--- config.mk ---
export PLATFORM = sky130hd
export DESIGN_NAME = bstpq_ctrl_flat
export DESIGN_NICKNAME = d
export VERILOG_FILES = /design/src/rtl/core/bstpq_pkg.sv /design/src/rtl/core/bstpq_if.sv /design/src/rtl/core/bstpq_ctrl.sv /design/src/flat_wrapper.sv
export SDC_FILE = /design/constraint.sdc
export NUM_CORES = 1
export LEC_CHECK = 0
export BUFFER_PORTS_ARGS = -buffer_cell sky130_fd_sc_hd__buf_2
export CAP_MARGIN = 0
export CORE_ASPECT_RATIO = 0.5
export CORE_MARGIN = 2
export CORE_UTILIZATION = 40
export CTS_CLUSTER_DIAMETER = 50
export DETAILED_ROUTE_END_ITERATION = 16
export GPL_TIMING_DRIVEN = 0
export PLACE_DENSITY = 0.69
export SLEW_MARGIN = 15
export SYNTH_ARGS = -nofsm -noshare
export SYNTH_HDL_FRONTEND = slang
export SYNTH_SLANG_ARGS = --single-unit
--- constraint.sdc ---
create_clock -name clk -period 6.21 [get_ports clk]
set_clock_uncertainty 0.2 [all_clocks]
set_input_delay 0.621 -clock clk [delete_from_list [all_inputs] [get_ports clk]]
set_output_delay 0.621 -clock clk [all_outputs]
set_load 0.1 [all_outputs]
--- src/rtl/core/bstpq_pkg.sv ---
package bstpq_pkg;

  localparam int REQ_W    = 2;
  localparam int KEY_W    = 24;
  localparam int COST_W   = 16;
  localparam int NODE_W   = 16;
  localparam int EDGE_W   = 18;
  localparam int STATUS_W = 2;
  localparam int COUNT_W  = 11;
  localparam int PAY_W    = COST_W + NODE_W + EDGE_W;

  localparam logic [REQ_W-1:0] REQ_INSERT = 2'd0;
  localparam logic [REQ_W-1:0] REQ_PULL   = 2'd1;
  localparam logic [REQ_W-1:0] REQ_CLEAR  = 2'd2;

  localparam logic [STATUS_W-1:0] ST_OK    = 2'd0;
  localparam logic [STATUS_W-1:0] ST_FULL  = 2'd1;
  localparam logic [STATUS_W-1:0] ST_EMPTY = 2'd2;

  localparam logic signed [EDGE_W-1:0] NO_EDGE = '1;

  typedef struct packed {
    logic node_rd;
    logic node_wr;
    logic pay_rd;
    logic pay_wr;
  } store_ctl_t;

endpackage

--- src/rtl/core/bstpq_if.sv ---
interface bstpq_in_if;
  logic                                  valid;
  logic                                  ready;
  logic [bstpq_pkg::REQ_W-1:0]           req_type;
  logic [bstpq_pkg::KEY_W-1:0]           priority_key;
  logic [bstpq_pkg::COST_W-1:0]          path_cost;
  logic [bstpq_pkg::NODE_W-1:0]          node_index;
  logic signed [bstpq_pkg::EDGE_W-1:0]   arrival_edge;

  modport source (output valid, req_type, priority_key, path_cost, node_index, arrival_edge,
                  input ready);
  modport sink (input valid, req_type, priority_key, path_cost, node_index, arrival_edge,
                output ready);
endinterface

interface bstpq_out_if;
  logic                                  valid;
  logic                                  ready;
  logic [bstpq_pkg::STATUS_W-1:0]        status;
  logic [bstpq_pkg::COST_W-1:0]          out_cost;
  logic [bstpq_pkg::NODE_W-1:0]          out_node;
  logic signed [bstpq_pkg::EDGE_W-1:0]   out_edge;
  logic [bstpq_pkg::COUNT_W-1:0]         live_count;

  modport source (output valid, status, out_cost, out_node, out_edge, live_count,
                  input ready);
  modport sink (input valid, status, out_cost, out_node, out_edge, live_count,
                output ready);
endinterface

--- src/rtl/core/bstpq_ctrl.sv ---
module bstpq_ctrl #(
  parameter int CAPACITY = 1024,
  parameter int SLOT_W   = 10,
  parameter int CNT_W    = 11,
  parameter int REC_W    = 46
) (
  input  logic                          clk,
  input  logic                          rst_n,
  bstpq_in_if.sink                      in_ch,
  bstpq_out_if.source                   out_ch,
  output bstpq_pkg::store_ctl_t         ctl,
  output logic [SLOT_W-1:0]             node_raddr,
  output logic [SLOT_W-1:0]             node_waddr,
  output logic [REC_W-1:0]              node_wdata,
  input  logic [REC_W-1:0]              node_rdata,
  output logic [SLOT_W-1:0]             pay_raddr,
  output logic [SLOT_W-1:0]             pay_waddr,
  output logic [bstpq_pkg::PAY_W-1:0]   pay_wdata,
  input  logic [bstpq_pkg::PAY_W-1:0]   pay_rdata
);
  import bstpq_pkg::*;

  typedef enum logic [2:0] {S_IDLE, S_WALK, S_LINK, S_PAY, S_DONE} state_t;

  localparam logic [CNT_W-1:0] CAP_CNT = CNT_W'(CAPACITY);

  // record layout: {key, has_left, left, has_right, right}
  logic [KEY_W-1:0]  nd_key;
  logic              nd_hl;
  logic [SLOT_W-1:0] nd_left;
  logic              nd_hr;
  logic [SLOT_W-1:0] nd_right;

  assign nd_key   = node_rdata[REC_W-1 -: KEY_W];
  assign nd_hl    = node_rdata[2*SLOT_W+1];
  assign nd_left  = node_rdata[SLOT_W+1 +: SLOT_W];
  assign nd_hr    = node_rdata[SLOT_W];
  assign nd_right = node_rdata[SLOT_W-1:0];

  state_t              state_r, state_nxt;
  logic [SLOT_W-1:0]   root_r, root_nxt;
  logic [CNT_W-1:0]    nf_r, nf_nxt;
  logic [CNT_W-1:0]    cnt_r, cnt_nxt;
  logic                out_valid_r, out_valid_nxt;

  logic [SLOT_W-1:0]   cur_r, cur_nxt;
  logic [SLOT_W-1:0]   prev_r, prev_nxt;
  logic [REC_W-1:0]    prev_rec_r, prev_rec_nxt;
  logic                at_root_r, at_root_nxt;
  logic                op_pull_r, op_pull_nxt;
  logic [KEY_W-1:0]    key_r, key_nxt;
  logic [PAY_W-1:0]    pay_r, pay_nxt;

  logic [STATUS_W-1:0]     res_status_r, res_status_nxt;
  logic [COST_W-1:0]       res_cost_r, res_cost_nxt;
  logic [NODE_W-1:0]       res_node_r, res_node_nxt;
  logic signed [EDGE_W-1:0] res_edge_r, res_edge_nxt;

  logic [STATUS_W-1:0]     o_status_r, o_status_nxt;
  logic [COST_W-1:0]       o_cost_r, o_cost_nxt;
  logic [NODE_W-1:0]       o_node_r, o_node_nxt;
  logic signed [EDGE_W-1:0] o_edge_r, o_edge_nxt;
  logic [COUNT_W-1:0]      o_count_r, o_count_nxt;

  logic [SLOT_W-1:0] wslot;
  logic              go_right;

  assign wslot    = nf_r[SLOT_W-1:0];
  assign go_right = key_r > nd_key;

  assign in_ch.ready       = (state_r == S_IDLE);
  assign out_ch.valid      = out_valid_r;
  assign out_ch.status     = o_status_r;
  assign out_ch.out_cost   = o_cost_r;
  assign out_ch.out_node   = o_node_r;
  assign out_ch.out_edge   = o_edge_r;
  assign out_ch.live_count = o_count_r;

  always_comb begin
    state_nxt      = state_r;
    root_nxt       = root_r;
    nf_nxt         = nf_r;
    cnt_nxt        = cnt_r;
    out_valid_nxt  = out_valid_r && !out_ch.ready;
    cur_nxt        = cur_r;
    prev_nxt       = prev_r;
    prev_rec_nxt   = prev_rec_r;
    at_root_nxt    = at_root_r;
    op_pull_nxt    = op_pull_r;
    key_nxt        = key_r;
    pay_nxt        = pay_r;
    res_status_nxt = res_status_r;
    res_cost_nxt   = res_cost_r;
    res_node_nxt   = res_node_r;
    res_edge_nxt   = res_edge_r;
    o_status_nxt   = o_status_r;
    o_cost_nxt     = o_cost_r;
    o_node_nxt     = o_node_r;
    o_edge_nxt     = o_edge_r;
    o_count_nxt    = o_count_r;
    ctl            = '0;
    node_raddr     = cur_r;
    node_waddr     = cur_r;
    node_wdata     = prev_rec_r;
    pay_raddr      = cur_r;
    pay_waddr      = wslot;
    pay_wdata      = pay_r;

    case (state_r)
      S_IDLE: begin
        if (in_ch.valid) begin
          res_status_nxt = ST_OK;
          res_cost_nxt   = '0;
          res_node_nxt   = '0;
          res_edge_nxt   = NO_EDGE;
          key_nxt        = in_ch.priority_key;
          pay_nxt        = {in_ch.path_cost, in_ch.node_index, in_ch.arrival_edge};
          state_nxt      = S_DONE;
          case (in_ch.req_type)
            REQ_INSERT: begin
              if (nf_r == CAP_CNT) begin
                res_status_nxt = ST_FULL;
              end else if (cnt_r == '0) begin
                ctl.node_wr = 1'b1;
                ctl.pay_wr  = 1'b1;
                node_waddr  = root_r;
                node_wdata  = {in_ch.priority_key, {(2*SLOT_W+2){1'b0}}};
                pay_waddr   = root_r;
                pay_wdata   = {in_ch.path_cost, in_ch.node_index, in_ch.arrival_edge};
                nf_nxt      = nf_r + CNT_W'(1);
                cnt_nxt     = cnt_r + CNT_W'(1);
              end else begin
                ctl.node_rd = 1'b1;
                node_raddr  = root_r;
                cur_nxt     = root_r;
                op_pull_nxt = 1'b0;
                state_nxt   = S_WALK;
              end
            end
            REQ_PULL: begin
              if (cnt_r == '0) begin
                res_status_nxt = ST_EMPTY;
              end else begin
                ctl.node_rd = 1'b1;
                node_raddr  = root_r;
                cur_nxt     = root_r;
                at_root_nxt = 1'b1;
                op_pull_nxt = 1'b1;
                state_nxt   = S_WALK;
              end
            end
            REQ_CLEAR: begin
              root_nxt = '0;
              nf_nxt   = '0;
              cnt_nxt  = '0;
            end
            default: begin
            end
          endcase
        end
      end
      S_WALK: begin
        if (op_pull_r) begin
          if (nd_hl) begin
            ctl.node_rd  = 1'b1;
            node_raddr   = nd_left;
            prev_nxt     = cur_r;
            prev_rec_nxt = node_rdata;
            at_root_nxt  = 1'b0;
            cur_nxt      = nd_left;
          end else begin
            // leftmost found: splice its right subtree into its place
            ctl.pay_rd = 1'b1;
            pay_raddr  = cur_r;
            if (at_root_r) begin
              if (nd_hr) begin
                root_nxt = nd_right;
              end
            end else begin
              ctl.node_wr = 1'b1;
              node_waddr  = prev_r;
              node_wdata  = {prev_rec_r[REC_W-1 -: KEY_W], nd_hr, nd_right,
                             prev_rec_r[SLOT_W:0]};
            end
            cnt_nxt   = cnt_r - CNT_W'(1);
            state_nxt = S_PAY;
          end
        end else begin
          if (go_right ? nd_hr : nd_hl) begin
            ctl.node_rd = 1'b1;
            node_raddr  = go_right ? nd_right : nd_left;
            cur_nxt     = go_right ? nd_right : nd_left;
          end else begin
            ctl.node_wr = 1'b1;
            ctl.pay_wr  = 1'b1;
            node_waddr  = wslot;
            node_wdata  = {key_r, {(2*SLOT_W+2){1'b0}}};
            pay_waddr   = wslot;
            pay_wdata   = pay_r;
            if (go_right) begin
              prev_rec_nxt = {nd_key, nd_hl, nd_left, 1'b1, wslot};
            end else begin
              prev_rec_nxt = {nd_key, 1'b1, wslot, nd_hr, nd_right};
            end
            state_nxt = S_LINK;
          end
        end
      end
      S_LINK: begin
        ctl.node_wr = 1'b1;
        node_waddr  = cur_r;
        node_wdata  = prev_rec_r;
        nf_nxt      = nf_r + CNT_W'(1);
        cnt_nxt     = cnt_r + CNT_W'(1);
        state_nxt   = S_DONE;
      end
      S_PAY: begin
        res_cost_nxt = pay_rdata[PAY_W-1 -: COST_W];
        res_node_nxt = pay_rdata[EDGE_W +: NODE_W];
        res_edge_nxt = pay_rdata[EDGE_W-1:0];
        state_nxt    = S_DONE;
      end
      S_DONE: begin
        if (!out_valid_r || out_ch.ready) begin
          out_valid_nxt = 1'b1;
          o_status_nxt  = res_status_r;
          o_cost_nxt    = res_cost_r;
          o_node_nxt    = res_node_r;
          o_edge_nxt    = res_edge_r;
          o_count_nxt   = COUNT_W'(cnt_r);
          state_nxt     = S_IDLE;
        end
      end
      default: begin
        state_nxt = S_IDLE;
      end
    endcase
  end

  always_ff @(posedge clk) begin
    cur_r        <= cur_nxt;
    prev_r       <= prev_nxt;
    prev_rec_r   <= prev_rec_nxt;
    at_root_r    <= at_root_nxt;
    op_pull_r    <= op_pull_nxt;
    key_r        <= key_nxt;
    pay_r        <= pay_nxt;
    res_status_r <= res_status_nxt;
    res_cost_r   <= res_cost_nxt;
    res_node_r   <= res_node_nxt;
    res_edge_r   <= res_edge_nxt;
    o_status_r   <= o_status_nxt;
    o_cost_r     <= o_cost_nxt;
    o_node_r     <= o_node_nxt;
    o_edge_r     <= o_edge_nxt;
    o_count_r    <= o_count_nxt;
    if (!rst_n) begin
      state_r     <= S_IDLE;
      root_r      <= '0;
      nf_r        <= '0;
      cnt_r       <= '0;
      out_valid_r <= 1'b0;
    end else begin
      state_r     <= state_nxt;
      root_r      <= root_nxt;
      nf_r        <= nf_nxt;
      cnt_r       <= cnt_nxt;
      out_valid_r <= out_valid_nxt;
    end
  end

  a_cnt_le_nf: assert property (@(posedge clk) disable iff (!rst_n) cnt_r <= nf_r)
    else $error("live count exceeds slots handed out");

  a_nf_cap: assert property (@(posedge clk) disable iff (!rst_n) nf_r <= CAP_CNT)
    else $error("write pointer past capacity");

  a_node_port: assert property (@(posedge clk) disable iff (!rst_n)
    !(ctl.node_rd && ctl.node_wr))
    else $error("node store read and write in one cycle");

  a_pay_read: assert property (@(posedge clk) disable iff (!rst_n)
    (state_r == S_PAY) |-> $past(ctl.pay_rd))
    else $error("payload captured without a read");

endmodule

--- src/flat_wrapper.sv ---
// flat-port wrapper written by rule: the top's interface ports become plain ports
module bstpq_ctrl_flat import bstpq_pkg::*;
#(
  parameter int CAPACITY = 1024,
  parameter int SLOT_W   = 10,
  parameter int CNT_W    = 11,
  parameter int REC_W    = 46
)
  (clk, rst_n, ctl, node_raddr, node_waddr, node_wdata, node_rdata, pay_raddr, pay_waddr, pay_wdata, pay_rdata, in_ch_valid, in_ch_req_type, in_ch_priority_key, in_ch_path_cost, in_ch_node_index, in_ch_arrival_edge, in_ch_ready, out_ch_valid, out_ch_status, out_ch_out_cost, out_ch_out_node, out_ch_out_edge, out_ch_live_count, out_ch_ready);
  bstpq_in_if in_ch_i ();
  bstpq_out_if out_ch_i ();
  input  logic clk;
  input  logic rst_n;
  output bstpq_pkg::store_ctl_t ctl;
  output logic [SLOT_W-1:0] node_raddr;
  output logic [SLOT_W-1:0] node_waddr;
  output logic [REC_W-1:0] node_wdata;
  input  logic [REC_W-1:0] node_rdata;
  output logic [SLOT_W-1:0] pay_raddr;
  output logic [SLOT_W-1:0] pay_waddr;
  output logic [bstpq_pkg::PAY_W-1:0] pay_wdata;
  input  logic [bstpq_pkg::PAY_W-1:0] pay_rdata;
  input wire logic [$bits(in_ch_i.valid)-1:0] in_ch_valid;
  input wire logic [$bits(in_ch_i.req_type)-1:0] in_ch_req_type;
  input wire logic [$bits(in_ch_i.priority_key)-1:0] in_ch_priority_key;
  input wire logic [$bits(in_ch_i.path_cost)-1:0] in_ch_path_cost;
  input wire logic [$bits(in_ch_i.node_index)-1:0] in_ch_node_index;
  input wire logic [$bits(in_ch_i.arrival_edge)-1:0] in_ch_arrival_edge;
  output wire logic [$bits(in_ch_i.ready)-1:0] in_ch_ready;
  output wire logic [$bits(out_ch_i.valid)-1:0] out_ch_valid;
  output wire logic [$bits(out_ch_i.status)-1:0] out_ch_status;
  output wire logic [$bits(out_ch_i.out_cost)-1:0] out_ch_out_cost;
  output wire logic [$bits(out_ch_i.out_node)-1:0] out_ch_out_node;
  output wire logic [$bits(out_ch_i.out_edge)-1:0] out_ch_out_edge;
  output wire logic [$bits(out_ch_i.live_count)-1:0] out_ch_live_count;
  input wire logic [$bits(out_ch_i.ready)-1:0] out_ch_ready;
  assign in_ch_i.valid = in_ch_valid;
  assign in_ch_i.req_type = in_ch_req_type;
  assign in_ch_i.priority_key = in_ch_priority_key;
  assign in_ch_i.path_cost = in_ch_path_cost;
  assign in_ch_i.node_index = in_ch_node_index;
  assign in_ch_i.arrival_edge = in_ch_arrival_edge;
  assign in_ch_ready = in_ch_i.ready;
  assign out_ch_valid = out_ch_i.valid;
  assign out_ch_status = out_ch_i.status;
  assign out_ch_out_cost = out_ch_i.out_cost;
  assign out_ch_out_node = out_ch_i.out_node;
  assign out_ch_out_edge = out_ch_i.out_edge;
  assign out_ch_live_count = out_ch_i.live_count;
  assign out_ch_i.ready = out_ch_ready;
  bstpq_ctrl #(.CAPACITY(CAPACITY), .SLOT_W(SLOT_W), .CNT_W(CNT_W), .REC_W(REC_W)) u_core (.clk(clk), .rst_n(rst_n), .in_ch(in_ch_i), .out_ch(out_ch_i), .ctl(ctl), .node_raddr(node_raddr), .node_waddr(node_waddr), .node_wdata(node_wdata), .node_rdata(node_rdata), .pay_raddr(pay_raddr), .pay_waddr(pay_waddr), .pay_wdata(pay_wdata), .pay_rdata(pay_rdata));
endmodule
# After elaboration in Yosys (flattened, before gate mapping)
# Index checks and enable logic that the tools add are counted.
# totals
inputBits	176
regBits	293
out_inout_bits	205
word_cells	186
# classes
n_eq_ne	27
n_addsub	3
n_mux	110
n_reduce_logical	24
magnitude_cmp	1
# ops
op	count
$mux 46	9
$mux 10	26
$mux 50	5
$pmux 46 s2	1
$mux 11	8
$pmux 10 s2	4
$mux 22	3
$pmux 11 s2	3
$pmux 16 s2	2
$pmux 18 s2	1
$pmux 11 s3	1
$gt 24x24->1	1
$mux 1	24
$add 11x1->11 const B	2
$mux 3	7
$mux 18	1
$ne 2x2->1 const B	9
$mux 16	1
$reduce_and 7->1	2
$ne 2x1->1 const B	6
$pmux 3 s4	1
$reduce_and 6->1	2
$eq 11x11->1 const B	1
$logic_not 11->1	1
26 further kinds	44

# Depth between registers and ports, before layout
# Gate-level depths: netlist of the first run.
# logic_depth
word_depth	6
depth_mapped	12
mapped_depth_nobuf	10

# Least setup slack after synthesis of the first run
# OpenSTA, ideal clock, no wires.
# synth_timing
path_type	input to output
startpoint	input node_rdata[33]
endpoint	output node_raddr[8]
t_arrival_ns	4.616
n_path_buf	2
required_ns	5.389
path_slack_ns	0.773
path_stages	12
cell_sequence	inv_1 > ha_1 > a21oi_1 > nor2_1 > o31ai_2 > nand3_2 > o21ai_2 > a211o_1 > buf_2 > buf_2 > a31oi_1 > o21ai_0
# synth_via
elab_chain_cells	5
word_cells_on_any_way	6
cone_classes	1 x order compare; 5 x mux
# synth_rtl
item	line_no	rtl
from (decl)	flat_wrapper.sv:18	input logic [REC_W-1:0] node_rdata;
$gt 24x24->1 (*)	bstpq_ctrl.sv:69	assign go_right = key_r > nd_key;
$mux 10 or $mux 1 (tied branches)	bstpq_ctrl.sv:191, bstpq_ctrl.sv:189	
$mux 10 (*) (2 in a row)	--	
$pmux 10 s2 (*)	--	
to (decl)	flat_wrapper.sv:15	output logic [SLOT_W-1:0] node_raddr;
# Mark *: on every way between the ends. The rest lies on a longest branch, timed or not.

# Worst setup path after layout of the first run
# layout_timing
startpoint	register u_core.key_r[23]
endpoint	output node_raddr[1]
# layout_via
elab_chain_cells	5
word_cells_on_any_way	6
cone_classes	1 x order compare; 5 x mux
# layout_rtl
item	line_no	rtl
from (decl)	bstpq_ctrl.sv:51	logic [KEY_W-1:0] key_r, key_nxt;
from (signal assigned)	bstpq_ctrl.sv:246	key_r <= key_nxt;
$gt 24x24->1 (*)	bstpq_ctrl.sv:69	
$mux 10 or $mux 1 (tied branches)	bstpq_ctrl.sv:191, bstpq_ctrl.sv:189	
$mux 10 (*) (2 in a row)	--	
$pmux 10 s2 (*)	--	
# Marked as above.

==> results_dict.tcl, run 1 <==
set metrics [dict create \
    path_depth 12 \
    ys_ff_latch 293 \
    first_pass_iters 6 \
    pwr-share-seq_pct 41.5 \
    status "completed" \
    crit_required_ns 5.39 \
    critPathTopFamily "compound AO/OA/AOI/OAI gates" \
    slowest_stage "buf_2" \
    reg2reg_depth 7 \
    synth.most_common_cell "nand2_1" \
    drv_slew 0 \
    p_sw_mw 2.02 \
    num_vias 11200 \
    yosysWarnings 0 \
    rows 47 \
    clk_latency_ns 0.57 \
    hold_path.class "in -> reg" \
    power.share.switching_pct 36.3 \
    final.period_utilization_pct 80.3 \
    p_int_mw 3.54 \
    overflow 0 \
    tns_ns 0 \
    dieArea_sq_mm 0.0354 \
    end_kind "primary output" \
    grt_pass1_wl_mm 62.0 \
    drtIter0Drc 1265 \
    dp_hpwl_mm 31.4 \
    slew_headroom_pct 22.8 \
    start_util_pct 40.7 \
    synth_common_cells "nand2_1 (273), edfxtp_1 (247), a21oi_1 (69)" \
    numCtsBuffers 29 \
    post_cts_buffers 0 \
    io_pins 381 \
    final_util_pct 51.6 \
    drive_gt1_share_pct 31.1 \
    netlist_area_sq_mm 0.0135 \
    clockRootBuffer "clkbuf_16" \
    power_mw 5.56 \
    rsz0062_at_grt "no" \
    worstPathMaxFanout 10 \
    grt_pass1_vias 10500 \
    layout_min_cycle_time_ns 4.99 \
    synth_top_cell_area_share_pct 54.9 \
    whs_path_depth 1 \
    antenna_found_initial 5 \
    clkTransAtPathRegs_ns 0.07 \
    maxCapViolations 0 \
    synthTopCellsByArea "edfxtp_1 (55%), nand2_1 (7.6%), dfxtp_1 (6.8%)" \
    cp_num_buf_inv 3 \
    finalHoldViolCount 0 \
    synth_largest_area_cell "edfxtp_1" \
    rrSetupSlack_ns 2.20 \
    port_buffers 378 \
    p_per_area_mw_per_mm2 325 \
    syn_to_final_growth_pct 26.7 \
    crit_top_cell "buf_2" \
    synthArstFlopShare_pct 0 \
    clock.fmax_mhz 200 \
    p_leak_nw 6.98 \
    wirelength_mm 42.3 \
    synth_nets 1411 \
    die_w_um 264 \
    synth_seq_area_share_pct 61.7 \
    worstMarginPinSlew_ns 1.15 \
    worstSetupPathType "reg -> out" \
    nets 1826 \
    cts_tree "yes" \
    die_y_um 134 \
    synthCells 1207 \
    ir_drop_mv 0.190 \
    grt.total_usage_pct 22.8 \
    avgSynthCellArea_sq_um 11.2 \
    drc 0 \
    critPathLaunchType "flip-flop" \
    synth_edf_count 247 \
    postRouteAntennaNets 0 \
    clkPwrFrac_pct 32.7 \
    wl_per_cell_um 20.2 \
    clock_sinks 293 \
    setup_viol 0 \
    p_comb_share_pct 25.8 \
    synth-main-ff-cell "edfxtp_1" \
    h-tree-depth 1 \
    hold_slack_ns 0.0422 \
    avgViaCountPerCell 5.38 \
    coreArea_sq_mm 0.0332 \
    crit_chain "ha_1, nand4_1, nor2_2, a31oi_1, nand3_2, o21ai_2, a211o_1, buf_2, buf_2, nor2_1, o21ai_0, buf_2" \
    synth_cell_types 72 \
    critPathMaxStageDelay_ns 0.53 \
    gp_congestion 0.950 \
    cts.path.max_buffers 3 \
    crit_arrival_ns 4.17 \
    ctsHoldBuffers 0 \
    post_cts_resized 0 \
    grt_max_degree 46 \
]
cells by family (layout without fill, tap and decap cells):
family | after synthesis | count (layout) | share of synthesized area, %
compound gates | 244 | 244 | 11.9
xor+xnor | 7 | 7 | 0.454
fa+ha+maj | 28 | 28 | 2.59
buf+inv | 108 | 546 | 3.48
flops | 293 | 293 | 61.7
mux | 36 | 36 | 2.83
other cells | 0 | 5 | 0
simple gates | 491 | 491 | 17.0
per-layer routing:
layer	track usage (%)	up-vias	part of all wire [%]
li1	-	5210	-
met5	0	-	0
met4	9.41	0	4.0
met3	3.21	118	5.8
met1	29.3	5409	41
met2	39.2	509	50
power by group through the flow:
stage | clock network, mW | logic, mW | registers (mW)
floorplan | 0 | 0.873 | 2.58
CTS | 1.85 | 1.44 | 2.31
global placement | 0 | 1.40 | 2.36
global route | 1.93 | 1.49 | 2.32
detailed placement | 0 | 1.43 | 2.35
finish | 1.82 | 1.44 | 2.31
cell usage in the layout, fill, tap and decap left out, types with 5 or more instances in the layout:
| cell type | n |
|---|---|
| o221a_2 | 9 |
| clkbuf_1 | 45 |
| nand4_1 | 9 |
| a31oi_1 | 12 |
| inv_6 | 6 |
| a22oi_1 | 26 |
| nand2b_1 | 7 |
| and2_1 | 46 |
| xnor2_1 | 7 |
| edfxtp_1 | 247 |
| nor2b_1 | 6 |
| inv_1 | 37 |
| nor2_1 | 52 |
| o21ai_0 | 64 |
| nand3_1 | 24 |
| buf_1 | 5 |
| mux2_2 | 16 |
| buf_2 | 394 |
| clkbuf_16 | 29 |
| o221ai_1 | 6 |
| mux2i_1 | 18 |
| nor3_1 | 17 |
| or3_1 | 25 |
| nand2_1 | 273 |
| o221a_1 | 5 |
| and3_1 | 8 |
| diode_2 | 5 |
| o21ai_1 | 7 |
| ha_1 | 28 |
| a22o_1 | 13 |
| a21oi_1 | 68 |
| dfxtp_1 | 46 |
metrics by stage:
step	worst slack [ns]	instance area, sq um	std cells
after global placement	-1.56	16000	2026
after global routing	1.07	17100	2091
final	1.22	17100	2091
after CTS	1.29	17100	2086
after detailed placement	1.53	16100	2032
after floorplan	0.773	13500	1207
worst register-to-register path: stages, from the launching register on:
cell and delay (ns):
dfxtp_1 0.35, inv_1 0.12, nor3_2 0.54, inv_1 0.29
clkbuf_1 0.37, buf_1 0.40, clkbuf_1 0.39, nor2_1 0.96
final timing paths:
path,start,to
worst min register to register,u_core.res_edge_r[6],u_core.out_ch.out_edge[6]
worst max register to register,u_core.state_r[0],u_core.prev_r[8]
worst min-delay path,node_rdata[34],u_core.prev_rec_r[34]
worst max-delay path,u_core.key_r[23],node_raddr[1]
state kept, by name, summed over array words and instances (netlist names), 10 cells and up:
| signal | count |
|---|---|
| u_core.out_ch.out_edge | 18 |
| u_core.out_ch.live_count | 11 |
| u_core.root_r | 10 |
| u_core.prev_r | 10 |
| u_core.prev_rec_r | 46 |
| u_core.out_ch.out_cost | 16 |
| u_core.key_r | 24 |
| u_core.pay_r | 50 |
| u_core.cnt_r | 11 |
| u_core.res_node_r | 16 |
| u_core.res_cost_r | 16 |
| u_core.cur_r | 10 |
| u_core.nf_r | 11 |
| u_core.out_ch.out_node | 16 |
| u_core.res_edge_r | 18 |
area by class of cell:
type / count / area, sq um
repair buffers: 384 / 2030
fillers: 3025 / 16100
clock buffers: 37 / 786
diodes: 5 / 12.5
clock inverters: 17 / 188
multi-input cells: 806 / 4730
well taps: 441 / 552
flip-flops and latches: 293 / 8340
plain buffers: 69 / 324
inverters: 39 / 149
Note: power is estimated with default switching activity, not from simulation.
==> run 2: changes to the inputs <==
- clock period: 6.21 -> 4.8 ns (I/O delays scaled with it)
==> run 2 against run 1 <==
Sequential cell count is the same. Non-clock buffer count grew 145. Highest routed layer is now met5. Clock-buffer cell count grew 1. Critical path depth grew 3. Clock power grew 26%. Cell area grew 8.9%. Final cell count grew 7.0%. Global-route usage grew 0.98 points. Critical path type is now in -> out. Die area is the same. Sequential power grew 29%.
==> results_dict.tcl, run 2 (synthesis results as in run 1) <==
set metrics [dict create \
    reg2reg_depth 12 \
    wirelength_mm 43.8 \
    crit_arrival_ns 4.03 \
    pwr-share-seq_pct 41.1 \
    cts.path.max_buffers 3 \
    antenna_found_initial 8 \
    end_kind "primary output" \
    slowest_stage "o211ai_2" \
    p_int_mw 4.63 \
    clock.fmax_mhz 212 \
    rows 47 \
    p_leak_nw 7.58 \
    clockRootBuffer "clkbuf_16" \
    critPathLaunchType "primary input" \
    drive_gt1_share_pct 28.6 \
    worstPathMaxFanout 10 \
    crit_chain "dlygate4sd3_1, buf_2, inv_1, ha_1, a21oi_1, nor3_1, o31ai_2, nand3_2, o211ai_2, and2_1, buf_4, a21oi_2, buf_6, a22o_1, clkbuf_4" \
    p_per_area_mw_per_mm2 389 \
    placed_cell_area_sq_mm 0.0161 \
    clkPwrFrac_pct 31.5 \
    grt_max_degree 59 \
    wl_per_cell_um 19.6 \
    final_common_cell "buf_2" \
    finalHoldViolCount 0 \
    dieArea_sq_mm 0.0354 \
    grt.total_usage_pct 23.8 \
    cts_tree "yes" \
    postRouteAntennaNets 0 \
    grt_pass1_wl_mm 65.6 \
    rsz0062_at_grt "no" \
    drv_slew 0 \
    avgViaCountPerCell 5.31 \
    p_comb_share_pct 27.3 \
    numCtsBuffers 29 \
    critPathTopFamily "compound AO/OA/AOI/OAI gates" \
    hold_path.class "in -> reg" \
    slew_headroom_pct 29.6 \
    gp_congestion 0.908 \
    nets 1971 \
    clock_sinks 293 \
    power_mw 7.26 \
    first_pass_iters 6 \
    syn_to_final_growth_pct 38.0 \
    status "completed" \
    cp_num_buf_inv 6 \
    largest_register "u_core.pay_r" \
    die_y_um 134 \
    drc 0 \
    io_pins 381 \
    overflow 0 \
    path_depth 15 \
    crit_required_ns 4.12 \
    port_buffers 378 \
    regToRegEndpoint "u_core.prev_rec_r[2]" \
    worstMarginPinSlew_ns 1.05 \
    h-tree-depth 1 \
    layout_common_cells "buf_2 (363), nand2_1 (273), edfxtp_1 (247)" \
    final.period_utilization_pct 98.2 \
    drtIter0Drc 1204 \
    p_sw_mw 2.63 \
    dp_hpwl_mm 30.7 \
    coreArea_sq_mm 0.0332 \
    grt_pass1_vias 11500 \
    die_w_um 264 \
    ir_drop_mv 0.216 \
    num_vias 11900 \
    clk_latency_ns 0.57 \
    maxCapViolations 0 \
    power.share.switching_pct 36.2 \
    worstSetupPathType "in -> out" \
    top_regs "u_core.pay_r x50, u_core.prev_rec_r x46, u_core.key_r x24" \
    place_inst 2032 \
    layout_min_cycle_time_ns 4.71 \
    rrSetupSlack_ns 0.77 \
    cp-endpoint "node_wdata[21]" \
    clkTransAtPathRegs_ns 0.06 \
    setup_viol 0 \
    start_util_pct 40.7 \
    largest_reg_flops 50 \
    critPathMaxStageDelay_ns 0.64 \
    r2r_start "u_core.key_r[23]" \
    design_area_sq_mm 0.0186 \
    crit_start "node_rdata[31]" \
    layout.cells.non_filler 2237 \
]
run 2: power groups by stage:
stage	clock network (mW)	logic, mW	registers [mW]
2_1_floorplan	0	1.13	3.34
3_3_place_gp	0	1.82	3.05
3_5_place_dp	0	1.85	3.04
4_1_cts	2.33	1.96	2.99
5_1_grt	2.41	2.06	3.00
6_report	2.29	1.98	2.99
run 2: worst min path at each step:
stage / endpoint / start / cells after the start
6_report: u_core.root_r[1] / node_rdata[1] / 3
3_5_place_dp: u_core.out_ch.out_cost[1] / u_core.res_cost_r[1] / 0
4_1_cts: u_core.root_r[0] / node_rdata[0] / 3
5_1_grt: u_core.res_node_r[5] / pay_rdata[23] / 2
3_3_place_gp: u_core.out_ch.out_node[4] / u_core.res_node_r[4] / 0
2_1_floorplan: u_core.out_ch.out_cost[0] / u_core.res_cost_r[0] / 0
run 2: area by class of cell:
cell class	instances	area (sq um)
multi-input cells	806	4750
inverters	39	149
clock inverters	15	130
well taps	441	552
repair buffers	529	3580
diodes	7	17.5
plain buffers	69	325
flip-flops and latches	293	8340
fillers	2828	14500
clock buffers	38	810
run 2: layer usage:
metal / global-route usage (%) / vias to the layer above / part of all wire, %
met5: 0 / - / 0.030
met1: 29.5 / 5712 / 39
met3: 3.30 / 142 / 5.8
met4: 12.0 / 2 / 5.1
met2: 41.1 / 516 / 50
li1: - / 5514 / -
run 2: worst reg2reg max path, delay by kind of cell (launching register included):
family | cells | cell delay, ns
compound gates | 4 | 1.36
simple gates | 3 | 0.55
fa+ha+maj | 1 | 0.34
buf+inv | 4 | 0.86
flops | 1 | 0.42
run 2: through the flow:
step / util (%) / TNS [ns] / hold slack (ns) / setup WS [ns]
3_3_place_gp: 48.1 / -83.16 / 0.200 / -1.00
4_1_cts: 55.9 / 0 / 0.000671 / 0.0224
2_1_floorplan: - / -1.03 / 0.200 / -0.0856
3_5_place_dp: 48.7 / 0 / 0.205 / 0.513
6_report: 56.2 / 0 / 0.0142 / 0.0887
5_1_grt: 56.2 / 0 / 0.0135 / 0.00457
run 2: timing repair:
item,in CTS,in global routing
gates resized for setup,0,37
endpoints found under the setup margin,0,47
endpoints found under the hold margin,144,0
buffers inserted,0,1
hold buffers,144,0
==> run 3: changes to the inputs <==
- CORE_UTILIZATION: 40 -> 53
- PLACE_DENSITY: 0.69 -> 0.86
==> run 3 against run 2 <==
Non-clock buffer count shrank 24. Sequential cell count is the same. Clock power is essentially flat. Largest power group unchanged.
==> results_dict.tcl, run 3 (synthesis results as in run 1) <==
set metrics [dict create \
    status "completed" \
    clock_sinks 293 \
    crit_required_ns 4.12 \
    clockRootBuffer "clkbuf_16" \
    coreArea_sq_mm 0.0251 \
    h-tree-depth 1 \
    die_w_um 230 \
    dp_hpwl_mm 28.4 \
    dieArea_sq_mm 0.0269 \
    cts_tree "yes" \
    r2r_start "u_core.key_r[19]" \
    layout_common_cells "buf_2 (346), nand2_1 (273), edfxtp_1 (247)" \
    port_buffers 378 \
    dp_slack_ns 0.595 \
    whs_path_depth 2 \
    critPathLaunchType "primary input" \
    worstMarginPinSlew_ns 0.927 \
    worstSetupPathType "in -> out" \
    largest_reg_flops 50 \
    io_pins 381 \
    wl_per_cell_um 20.8 \
    clkTransAtPathRegs_ns 0.07 \
    grt_pass1_vias 11800 \
    num_vias 12400 \
    nets 1944 \
    drtIter0Drc 1534 \
    p_per_area_mw_per_mm2 397 \
    final.period_utilization_pct 99.6 \
    crit_arrival_ns 4.10 \
    use_met2_pct 51.8 \
    cts.path.max_buffers 3 \
    grt_use_met1_pct 39.4 \
    top_regs "u_core.pay_r x50, u_core.prev_rec_r x46, u_core.key_r x24" \
    clock.fmax_mhz 209 \
    drive_gt1_share_pct 28.7 \
    reg2reg_depth 11 \
    regToRegEndpoint "u_core.prev_rec_r[0]" \
    final_common_cell "buf_2" \
    gp_congestion 0.922 \
    rsz0062_at_grt "yes" \
    hold_path.class "in -> reg" \
    largest_register "u_core.pay_r" \
    maxCapViolations 0 \
    drv_slew 0 \
    p_leak_nw 7.46 \
    use_met3_pct 6.81 \
    final_util_pct 72.8 \
    slew_headroom_pct 37.8 \
    end_kind "primary output" \
    start_util_pct 53.8 \
    wirelength_mm 43.9 \
    rows 41 \
    grt_pass1_wl_mm 65.0 \
    grt_max_degree 64 \
    holdCritStartpoint "pay_rdata[30]" \
    clk_latency_ns 0.55 \
    finalHoldViolCount 0 \
    layout_min_cycle_time_ns 4.78 \
    drc 0 \
    overflow 0 \
    first_pass_iters 6 \
    avgViaCountPerCell 5.86 \
    numCtsBuffers 26 \
    rrSetupSlack_ns 0.92 \
    grt.total_usage_pct 31.3 \
    postRouteAntennaNets 0 \
    fin_ws_ns 0.0216 \
    worstPathMaxFanout 10 \
    ir_drop_mv 0.278 \
    holdPathEnd "u_core.res_node_r[12]" \
    antenna_found_initial 5 \
    setup_viol 0 \
    syn_to_final_growth_pct 35.4 \
    die_y_um 117 \
    top_usage_layer "met2" \
]
[run 3: per-stage QoR]
step                      hold WS, ns  power [mW]  std cells  area (sq um)  setup TNS [ns]
after global routing          0.00101        7.46       2108         18300           -1.24
after CTS                    0.000545        7.20       2103         18100               0
after detailed placement        0.205        4.87       1934         16000               0
final                          0.0213        7.26       2110         18300               0
after floorplan                 0.200        4.47       1207         13500           -1.03
after global placement          0.201        4.84       1929         15800          -54.37
[run 3: worst max-delay path by stage]
stage,startpoint,to,cells past startpoint
final,node_rdata[27],node_wdata[13],15
after detailed placement,node_rdata[41],node_raddr[2],14
after floorplan,node_rdata[33],node_wdata[23],11
after global placement,node_rdata[41],u_core.prev_rec_r[36],12
after global routing,node_rdata[41],node_raddr[2],15
after CTS,node_rdata[41],node_raddr[2],15
[run 3: routing by layer]
layer | share of wire [%] | up-vias
li1 | - | 5447
met1 | 38 | 5871
met2 | 48 | 846
met3 | 8.9 | 209
met4 | 5.4 | 0
met5 | 0 | -
[run 3: power by group]
part	internal [mW]	total, mW	leakage [nW]	switching (mW)
Sequential	2.92	2.99	2.62	0.0721
Combinational	0.412	1.97	4.39	1.56
Clock	1.32	2.30	0.451	0.981
Total	4.65	7.26	7.46	2.61
[run 3: cell type report]
cell class	count	area, sq um
tap	344	430
buffer	69	328
timing repair buffer	505	3360
multi-input combinational	806	4740
inverter	39	149
fill	1676	6840
clock inverter	15	161
antenna	7	17.5
sequential	293	8340
clock buffer	32	778
[run 3: critical path, stage by stage]
cell and delay [ns]:
dlygate4sd3_1 0.55, buf_2 0.13, inv_1 0.05, ha_1 0.31
a211oi_1 0.39, nor2_1 0.09, o311ai_1 0.44, and4_4 0.31
o21ai_4 0.13, and2_1 0.18, buf_4 0.16, a21oi_2 0.16
buf_6 0.18, a22o_1 0.18, clkbuf_4 0.34
[run 3: what timing repair did]
action | 4_1_cts | 5_1_grt
gates resized for setup | 0 | 63
setup buffers | 0 | 0
hold endpoints to repair | 122 | 0
endpoints found under the setup margin | 0 | 64
hold buffers | 122 | 0
